[src/rtl/assert_macros.svh]
// ----------------------------------------------------------------------------
// assert_macros
// Assertion helpers, sampled on clk_i and disabled during reset.
// ----------------------------------------------------------------------------
`ifndef ASSERT_MACROS_SVH
`define ASSERT_MACROS_SVH

// property holds at every clock edge
`define ASSERT_ALWAYS(lbl, prop) \
  lbl: assert property (@(posedge clk_i) disable iff (!rst_ni) (prop)) \
    else $error("assertion failed");

// antecedent implies consequent in the same cycle
`define ASSERT_IMPLY(lbl, ante, cons) \
  lbl: assert property (@(posedge clk_i) disable iff (!rst_ni) (ante) |-> (cons)) \
    else $error("assertion failed");

`endif

[src/rtl/fqir_pkg.sv]
// ----------------------------------------------------------------------------
// fqir_pkg
// Types, codes and ring helpers for the indexed-remove queue.
// ----------------------------------------------------------------------------
`default_nettype none

package fqir_pkg;

  localparam int DEPTH      = 16;
  localparam int DATA_WIDTH = 32;
  localparam int ADDR_W     = $clog2(DEPTH);
  localparam int CNT_W      = 5;
  localparam int POS_W      = 4;

  localparam logic [1:0] CMD_ENQ = 2'd0;
  localparam logic [1:0] CMD_DEQ = 2'd1;
  localparam logic [1:0] CMD_REM = 2'd2;
  localparam logic [1:0] CMD_RD  = 2'd3;

  localparam logic [1:0] ST_OK      = 2'd0;
  localparam logic [1:0] ST_INVALID = 2'd1;
  localparam logic [1:0] ST_FULL    = 2'd2;

  typedef struct packed {
    logic [1:0]       command;
    logic [31:0]      value;
    logic [POS_W-1:0] position;
  } req_t;

  typedef struct packed {
    logic [31:0]      value_out;
    logic [1:0]       status;
    logic [CNT_W-1:0] count;
  } rsp_t;

  // ring slot of the entry at an offset from the front
  function automatic logic [ADDR_W-1:0] slot_of(input logic [ADDR_W-1:0] front,
                                                input logic [CNT_W-1:0]  offset);
    logic [CNT_W:0] sum;
    sum = {{(CNT_W+1-ADDR_W){1'b0}}, front} + {1'b0, offset};
    if (sum >= (CNT_W+1)'(DEPTH)) begin
      sum = sum - (CNT_W+1)'(DEPTH);
    end
    return sum[ADDR_W-1:0];
  endfunction

endpackage

`default_nettype wire

[src/rtl/fqir_ram.sv]
// ----------------------------------------------------------------------------
// fqir_ram
// Generic single-write, single-read RAM with registered read data.
// ----------------------------------------------------------------------------
`default_nettype none

module fqir_ram #(
  parameter int WIDTH = 32,
  parameter int DEPTH = 16
) (
  input  wire logic                     clk_i,
  input  wire logic                     we_i,
  input  wire logic [$clog2(DEPTH)-1:0] waddr_i,
  input  wire logic [WIDTH-1:0]         wdata_i,
  input  wire logic [$clog2(DEPTH)-1:0] raddr_i,
  output logic      [WIDTH-1:0]         rdata_o
);

  logic [WIDTH-1:0] mem [DEPTH];

  always_ff @(posedge clk_i) begin
    if (we_i) begin
      mem[waddr_i] <= wdata_i;
    end
    rdata_o <= mem[raddr_i];
  end

endmodule

`default_nettype wire

[src/rtl/fifo_queue_with_indexed_remove.sv]
// ----------------------------------------------------------------------------
// fifo_queue_with_indexed_remove
// Ring-buffer queue with enqueue, dequeue, remove-at and read-at commands.
// ----------------------------------------------------------------------------
//  channel   | signals                       | handshake
//  ----------+-------------------------------+---------------------------
//  command   | start, busy, req_i            | taken when start && !busy
//  result    | valid_o, rsp_o                | one-cycle strobe, no stall
//
//  enqueue: result in the cycle after the command, next command at once
//  dequeue and read-at: result from S_READ, after the registered ram read
//  remove-at: result from S_RMHD, then S_SHIFT moves count - 1 - position entries, one per cycle
//  rejected dequeue, read-at and remove-at: result in the cycle after, like enqueue
//  reset leaves an empty queue at slot zero; the ram needs no clearing
//  busy holds the command port off while the ram is in use
// ----------------------------------------------------------------------------
`default_nettype none

module fifo_queue_with_indexed_remove (
  input  wire logic          clk_i,
  input  wire logic          rst_ni,
  input  wire logic          start,
  output logic               busy,
  input  wire fqir_pkg::req_t req_i,
  output logic               valid_o,
  output fqir_pkg::rsp_t     rsp_o
);
  import fqir_pkg::*;

  localparam logic [1:0] S_IDLE  = 2'd0;
  localparam logic [1:0] S_READ  = 2'd1;
  localparam logic [1:0] S_RMHD  = 2'd2;
  localparam logic [1:0] S_SHIFT = 2'd3;

  logic [1:0]        state_q, state_d;
  logic [ADDR_W-1:0] front_q, front_d;
  logic [CNT_W-1:0]  count_q, count_d;
  logic [ADDR_W-1:0] idx_q, idx_d;
  logic [1:0]        cmd_q, cmd_d;
  logic              valid_q, valid_d;
  rsp_t              rsp_q, rsp_d;

  logic                  we;
  logic [ADDR_W-1:0]     waddr, raddr;
  logic [DATA_WIDTH-1:0] wdata, rdata;
  logic [CNT_W-1:0]      pos_ext, idx_ext;

  assign pos_ext = CNT_W'(req_i.position);
  assign idx_ext = CNT_W'(idx_q);

  fqir_ram #(
    .WIDTH (DATA_WIDTH),
    .DEPTH (DEPTH)
  ) u_ram (
    .clk_i   (clk_i),
    .we_i    (we),
    .waddr_i (waddr),
    .wdata_i (wdata),
    .raddr_i (raddr),
    .rdata_o (rdata)
  );

  always_comb begin
    state_d = state_q;
    front_d = front_q;
    count_d = count_q;
    idx_d   = idx_q;
    cmd_d   = cmd_q;
    valid_d = 1'b0;
    rsp_d   = rsp_q;
    we      = 1'b0;
    waddr   = slot_of(front_q, count_q);
    wdata   = req_i.value[DATA_WIDTH-1:0];
    raddr   = front_q;

    case (state_q)
      S_IDLE: begin
        if (start) begin
          cmd_d = req_i.command;
          rsp_d.value_out = '0;
          rsp_d.status    = ST_OK;
          rsp_d.count     = count_q;
          case (req_i.command)
            CMD_ENQ: begin
              valid_d = 1'b1;
              if (count_q == CNT_W'(DEPTH)) begin
                rsp_d.status = ST_FULL;
              end else begin
                we            = 1'b1;
                count_d       = count_q + 1'b1;
                rsp_d.count   = count_q + 1'b1;
              end
            end
            CMD_DEQ: begin
              if (count_q == '0) begin
                valid_d      = 1'b1;
                rsp_d.status = ST_INVALID;
              end else begin
                state_d = S_READ;
              end
            end
            default: begin
              raddr = slot_of(front_q, pos_ext);
              idx_d = req_i.position[ADDR_W-1:0];
              if (pos_ext >= count_q) begin
                valid_d      = 1'b1;
                rsp_d.status = ST_INVALID;
              end else if (req_i.command == CMD_REM) begin
                state_d = S_RMHD;
              end else begin
                state_d = S_READ;
              end
            end
          endcase
        end
      end
      S_READ: begin
        valid_d         = 1'b1;
        rsp_d.value_out = 32'(rdata);
        rsp_d.status    = ST_OK;
        rsp_d.count     = count_q;
        if (cmd_q == CMD_DEQ) begin
          front_d     = slot_of(front_q, CNT_W'(1));
          count_d     = count_q - 1'b1;
          rsp_d.count = count_q - 1'b1;
        end
        state_d = S_IDLE;
      end
      S_RMHD: begin
        valid_d         = 1'b1;
        rsp_d.value_out = 32'(rdata);
        rsp_d.status    = ST_OK;
        rsp_d.count     = count_q - 1'b1;
        count_d         = count_q - 1'b1;
        raddr           = slot_of(front_q, idx_ext + 1'b1);
        if (idx_ext + 1'b1 < count_q) begin
          state_d = S_SHIFT;
        end else begin
          state_d = S_IDLE;
        end
      end
      S_SHIFT: begin
        we    = 1'b1;
        waddr = slot_of(front_q, idx_ext);
        wdata = rdata;
        idx_d = idx_q + 1'b1;
        raddr = slot_of(front_q, idx_ext + 2'd2);
        if (idx_ext + 1'b1 < count_q) begin
          state_d = S_SHIFT;
        end else begin
          state_d = S_IDLE;
        end
      end
      default: begin
        state_d = S_IDLE;
      end
    endcase
  end

  always_ff @(posedge clk_i or negedge rst_ni) begin
    if (!rst_ni) begin
      state_q <= S_IDLE;
      front_q <= '0;
      count_q <= '0;
      valid_q <= 1'b0;
    end else begin
      state_q <= state_d;
      front_q <= front_d;
      count_q <= count_d;
      valid_q <= valid_d;
    end
  end

  always_ff @(posedge clk_i) begin
    idx_q <= idx_d;
    cmd_q <= cmd_d;
    rsp_q <= rsp_d;
  end

  assign busy    = (state_q != S_IDLE);
  assign valid_o = valid_q;
  assign rsp_o   = rsp_q;

`include "assert_macros.svh"

  `ASSERT_ALWAYS(a_count_bound, count_q <= CNT_W'(DEPTH))
  `ASSERT_IMPLY(a_full_only_when_full, valid_o && rsp_o.status == ST_FULL,
                rsp_o.count == CNT_W'(DEPTH))
  `ASSERT_IMPLY(a_reject_zero, valid_o && rsp_o.status != ST_OK, rsp_o.value_out == '0)
  `ASSERT_IMPLY(a_shift_no_overlap, state_q == S_SHIFT, waddr != raddr)

endmodule

`default_nettype wire
[config.mk]
export PLATFORM = sky130hd
export DESIGN_NAME = fifo_queue_with_indexed_remove
export DESIGN_NICKNAME = d
export VERILOG_FILES = /design/src/rtl/fqir_pkg.sv /design/src/rtl/fqir_ram.sv /design/src/rtl/fifo_queue_with_indexed_remove.sv
export VERILOG_INCLUDE_DIRS = /design/src /design/src/rtl
export SDC_FILE = /design/constraint.sdc
export NUM_CORES = 1
export LEC_CHECK = 0
export BUFFER_PORTS_ARGS = -buffer_cell sky130_fd_sc_hd__buf_2
export CAP_MARGIN = 40
export CORE_MARGIN = 4
export CORE_UTILIZATION = 45
export CTS_BUF_LIST = sky130_fd_sc_hd__clkbuf_8
export DETAILED_ROUTE_END_ITERATION = 8
export SKIP_CTS_REPAIR_TIMING = 1
export SLEW_MARGIN = 20
export SYNTH_ARGS = -nofsm -noshare
export SYNTH_HDL_FRONTEND = slang
export SYNTH_SLANG_ARGS = --single-unit
[constraint.sdc]
create_clock -name clk_i -period 4.18 [get_ports clk_i]
set_input_delay 0.209 -clock clk_i [delete_from_list [all_inputs] [get_ports clk_i]]
set_output_delay 0.209 -clock clk_i [all_outputs]
set_load 0.02 [all_outputs]
# After elaboration in Yosys (flattened, before gate mapping)
# Memories as Yosys holds them, arrays and structs flattened. A register that Yosys moved wholly into a read port is not among the register bits.
# Cells that the tools add are included.
[word_totals]
register_bits = 57
latchBits = 0
ramBits = 512
mem_bits_ro = 0
input_bits = 41
output_inout_bits = 41
word_cells = 104
mem_count = 1
[op_classes]
add_sub_neg = 17
n_mul = 0
div = 0
n_lt_le_gt_ge = 8
n_eq_ne = 12
n_shift = 0
mux = 43
bitwise = 0
n_reduce_logical = 14
[mem_list]
columns = ["memory", "depth", "width", "rd", "rd_ports_with_merged_regs", "wr", "line_no", "text"]
rows = [
  ["u_ram.mem", 16, 32, 1, 1, 1, "fqir_ram.sv:19", "logic [WIDTH-1:0] mem [DEPTH];"],
]
[ops]
columns = ["op", "count"]
rows = [
  ["$pmux W39 S3", 1],
  ["$mux W4", 11],
  ["$mux W39", 1],
  ["$mux W32", 1],
  ["$sub A4 B1 Y4 const B", 6],
  ["$mux W5", 4],
  ["$add A4 B5 Y6", 3],
  ["$ge A6 B5 Y1 const B", 3],
  ["$ge A5 B5 Y1 const B", 3],
  ["$pmux W5 S3", 1],
  ["$mux W2", 6],
  ["$pmux W4 S3", 1],
  ["$add A4 B1 Y5 const B", 2],
  ["$add A4 B4 Y5", 2],
  ["$mux W1", 10],
  ["$pmux W2 S2", 2],
  ["$pmux W4 S2", 1],
  ["$eq A2 B1 Y1 const B", 3],
  ["$eq A2 B2 Y1 const B", 3],
  ["$ne A2 B2 Y1 const B", 3],
  ["$pmux W1 S2", 3],
  ["$pmux W2 S3", 1],
  ["$reduce_and A2 Y1", 3],
  ["$reduce_or A2 Y1", 3],
  ["other kinds (15)", 17],
]

# Logic depth before layout (Yosys ltp)
[depth]
word_depth = 7
depth_mapped = 18
mapped_depth_nobuf = 13

# Hierarchy
# From an unflattened synthesis, not the netlist that was laid out.
[unflattened]
hier_cells = 1187
area_unflattened_um2 = 23740.3
[by_module_without_submodules]
columns = ["module", "n_inst", "cells_per_inst", "area_per_inst_um2", "seq_area_each_um2"]
rows = [
  ["fqir_ram", 1, 838, 19835.3, 16015.4],
  ["fifo_queue_with_indexed_remove", 1, 349, 3905.0, 1651.6],
]

# Worst setup path before layout
# Ideal clock, no wire load.
[synth_path]
path_kind = "register to register"
startpoint = "register state_q[0]"
endpoint = "memory u_ram.mem[2][0], enable pin"
setup_time_ns = 0.421
arrival_time_ns = 4.110
required_time_ns = 3.759
slack_ns = -0.351
path_stages_with_launch = 12
n_path_buf = 3
synth_period_minus_slack_ns = 4.531
cell_sequence = "dfrtp_1 ha_1 clkbuf_1 clkbuf_1 clkbuf_1 nand2_1 o21ai_0 ha_1 inv_1 fa_1 or4_1 nor2_1"
[synth_between]
elab_chain_len = 4
elab_cells_between_ends = 6
classes_between = "1 x eq/ne; 4 x mux; 1 x reduce/logical"
[synth_lines]
columns = ["element", "line_no", "text"]
rows = [
  ["start: declaration", "fifo_queue_with_indexed_remove.sv:35", "logic [1:0] state_q, state_d;"],
  ["start signal: assignment", "fifo_queue_with_indexed_remove.sv:167", "state_q <= state_d;"],
  ["$eq A2 B2 Y1 or $logic_not A2 Y1 (tied branches)", "fifo_queue_with_indexed_remove.sv:76", "case (state_q)"],
  ["$pmux W1 S2", "fifo_queue_with_indexed_remove.sv:76", ""],
  ["$mux W1", "fqir_ram.sv:22", "if (we_i) begin"],
  ["$mux W1 (implied by the code)", "fqir_ram.sv:23", "mem[waddr_i] <= wdata_i;"],
  ["end: declaration", "fqir_ram.sv:19", ""],
]
# Parallel ways exist; a longest one is shown, timed or not.

# Worst setup path after layout
[layout_path]
startpoint = "register front_q[1]"
endpoint = "register u_ram.rdata_o[18] (read register of u_ram.mem)"
[layout_between]
elab_chain_len = 6
elab_cells_between_ends = 15
classes_between = "6 x add/sub; 3 x order compare; 6 x mux"
[layout_lines]
columns = ["element", "line_no", "text"]
rows = [
  ["start: declaration", "fifo_queue_with_indexed_remove.sv:36", "logic [ADDR_W-1:0] front_q, front_d;"],
  ["start signal: assignment", "fifo_queue_with_indexed_remove.sv:168", "front_q <= front_d;"],
  ["$add A4 B4 Y5", "fqir_pkg.sv:40", "sum = {{(CNT_W+1-ADDR_W){1'b0}}, front} + {1'b0, offset};"],
  ["$sub A4 B1 Y4 or $ge A5 B5 Y1 (tied branches)", "fqir_pkg.sv:42, fqir_pkg.sv:41", ""],
  ["$mux W4", "fqir_pkg.sv:41", "if (sum >= (CNT_W+1)'(DEPTH)) begin"],
  ["$mux W4", "fifo_queue_with_indexed_remove.sv:83", "case (req_i.command)"],
  ["$mux W4", "fifo_queue_with_indexed_remove.sv:78", "if (start) begin"],
  ["$pmux W4 S3 *", "fifo_queue_with_indexed_remove.sv:76", ""],
  ["end: declaration", "fqir_ram.sv:16", "output logic [WIDTH-1:0] rdata_o"],
]
# Mark *: on every way between the ends. The rest lies on a longest branch, timed or not.
# A chain may end at the register's enable or synchronous reset.

==> flow_summary.toml <==
[floorplanning]
placementRows = 90
die-area_um2 = 65100
dieHeight_um = 255
start_util_pct = 45.5
core_um2 = 60400
dieWidth_um = 255
pin_count = 82

[logic_synthesis]
synth_top_family_by_area = "compound AO/OA/AOI/OAI gates"
synth_adder_area_share_pct = 1.61
netlist_instances = 2069
synth-compound-area-share_pct = 12.5
synth_edf_count = 557
yosys_warnings = 0
synth_xor_area_share_pct = 0.606
synth_area_um2 = 27500
synth-simple-area-share_pct = 10.0
avgSynthCellArea_um2 = 13.3
muxShareOfSynthArea_pct = 7.85
synth_ff_type = "edfxtp_1"
synth_cell_types = 56
synth.ff_latch_count = 601
yosysSeqAreaShare_pct = 64.3
syn_nets = 2143
async_reset_ff_share_pct = 2.00

[clocking]
cts_sinks = 601
clkSlewWorstSetupHoldPaths_ns = 0.06
clock_latency_ns = 0.72
clockRootBuffer = "clkbuf_8"
cts.htree.levels = 3
cts_buffer_depth = 3
cts_tree = "built"
cts_made_buffers = 103

[power]
pwr-share-seq_pct = 29.3
p_int_w = 0.0158
peakVddDrop_v = 0.000484
switchingPower_w = 0.0122
p_comb_share_pct = 51.4
netSwitchingFraction_pct = 43.5
power_density_nw_per_um2 = 887
clockPowerShare_pct = 19.3
p_leak_nw = 11.0
power_w = 0.0280

[min_path]
min_path_type = "in2reg"

[global_routing]
grt-ovfl-total = 0
busiest_layer = "met2"
grt_pass1_vias = 19100
grt_pass1_wl_um = 116000
globalRouteMet2Util_pct = 38.6
antenna_found_initial = 1
grtUsageMet3_pct = 3.59
gr-usage-met1_pct = 32.2
grt_max_degree = 136
track_usage_pct = 23.4

[timing]
finalCritPeriodShare_pct = 87.6
hold_violations = 0
slew-limit-headroom_pct = 52.0
rsz0062_at_grt = "false"
max_freq_mhz = 273
drv_slew = 0
fin_crit_ns = 3.66
setup_violations = 0
fin_skew_ns = 0.0527
setup-tns-final_ns = 0
worstMarginPinSlew_ns = 0.702
hold_ws_ns = 0.0766

[detailed_routing]
routed_wl_um = 76600
wire_per_inst_um = 25.1
drtIter0Drc = 2055
dr.pass1.iters = 8
via_count = 18900
drcViolationCount = 0
ant_nets = 0
vias_per_cell = 6.19

[job]
maxCapViolations = 0

[setup_path]
worstReg2RegStart = "front_q[1]"
arrival_ns = 4.20
startpoint_type = "flop"
rr_endpoint = "u_ram.rdata_o[18]"
cp_data_required_time_ns = 4.72
reg2reg_slack_ns = 0.52
crit_path_end = "u_ram.rdata_o[18]"
critPathMaxFanout = 35
critPathCaptureType = "flop"
reg2reg_depth = 14
critPathLaunch = "front_q[1]"
crit_type = "reg2reg"

[placed_design]
placed_cells = 2853
io_buffers = 81
gp_congestion = 0.837
dp_hpwl_um = 45700

[layout]
fillers = 5090
layout.nets = 2259
layout_common_cells = "557 x edfxtp_1, 347 x nand2_1, 131 x mux2_2"
final_common_cell = "edfxtp_1"
utilization_pct = 52.2
area_growth_pct = 14.7
fin_cells = 3059
layout-drive-gt1-share_pct = 21.4

[status]
status = "finished clean"
## layer usage
| layer | part of all wire, % | routed length [um] |
|---|---|---|
| met1 | 43 | 32900 |
| met2 | 48 | 36600 |
| met3 | 6.9 | 5270 |
| met4 | 2.4 | 1810 |
| met5 | 0 | 0 |
## layout make-up
cell class / count / area (um2) / share of cell area, %
Tap cell: 782 / 978 / 3.10
Clock inverter: 79 / 504 / 1.60
Antenna cell: 1 / 2.50 / 0.00794
Clock buffer: 117 / 1610 / 5.11
Inverter: 24 / 90.1 / 0.286
Sequential cell: 601 / 17700 / 56.1
Multi-Input combinational cell: 1273 / 9180 / 29.1
Timing Repair Buffer: 182 / 1470 / 4.68
## logic make-up (layout without fill, tap and decap cells)
kind of cell    after synthesis  count (layout)
fa+ha+maj                    33              33
compound gates              418             418
flops                       601             601
simple gates                604             604
other cells                   0               1
buf+inv                     195             402
mux                         199             199
xor+xnor                     19              19
## power by group through the flow
stage	combinational, W	clock, W	sequential, W
6_report	0.0144	0.00539	0.00819
5_1_grt	0.0155	0.00580	0.00825
4_1_cts	0.0143	0.00551	0.00819
3_5_place_dp	0.0143	0	0.00830
3_3_place_gp	0.0141	0	0.00829
2_1_floorplan	0.00909	0	0.00839
## sequential cells by signal (all words and copies together) (netlist names)
| signal | count |
|---|---|
| idx_q | 4 |
| valid_o | 1 |
| state_q | 2 |
| cmd_q | 2 |
| u_ram.mem | 512 |
| front_q | 4 |
| rsp_o | 39 |
| u_ram.rdata_o | 32 |
| count_q | 5 |
## cell usage after synthesis, types with 3 or more instances
cell type  count  area [um2]
and3_1         3        18.8
and2_1        33         206
nand2b_1      36         225
buf_2         53         265
nor3b_1       35         263
clkbuf_1     101         379
inv_1         24        90.1
nand2_1      347        1300
dfrtp_1       12         300
o21ai_0       18        90.1
a32oi_1       65         569
edfxtp_1     557       16700
a221oi_1      85         744
a31oi_1        3        18.8
buf_6          7        78.8
fa_1           4        80.1
nor2b_1        4        25.0
o21a_1         4        30.0
o2111ai_1     32         280
a221oi_2       9         135
dfxtp_1       32         641
nor2_1        30         113
buf_1          7        26.3
xor2_1         9        78.8
buf_4          3        22.5
mux2_2       131        1480
nand3_1      104         521
a222oi_1      65         651
nand4_1        4        25.0
ha_1          29         363
mux2i_1       67         671
xnor2_1       10        87.6
a311oi_1      33         289
a21oi_1       79         395
a21o_1         7        52.6
## through the flow
step | cell area (um2) | worst slack [ns]
3_3_place_gp | 29300 | 0.576
4_1_cts | 31400 | 0.588
3_5_place_dp | 29300 | 0.605
5_1_grt | 31500 | 0.354
6_report | 31500 | 0.519
2_1_floorplan | 27500 | -0.351
## critical path: stages (launching register included)
cell and delay, ns:
dfrtp_4 0.48, inv_1 0.20, ha_1 0.27, inv_1 0.06, ha_1 0.13, inv_1 0.06, fa_1 0.47, nor2b_1 0.12
a21oi_1 0.05, o21ai_0 0.14, a22o_4 0.55, buf_4 0.37, a21oi_1 0.07, a32oi_1 0.39, mux2i_1 0.13
## how the worst min path moves through the flow
stage / start / end / depth (start not counted) / slack, ns
2_1_floorplan: rst_ni / count_q[0] / 0 / -0.09
3_3_place_gp: rst_ni / count_q[3] / 1 / 0.12
3_5_place_dp: rst_ni / count_q[4] / 1 / 0.12
4_1_cts: rst_ni / state_q[0] / 1 / -0.66
5_1_grt: req_i[30] / u_ram.mem[11][26] / 2 / 0.08
6_report: req_i[30] / u_ram.mem[7][26] / 2 / 0.08
Power figures use the tool's default switching activity.
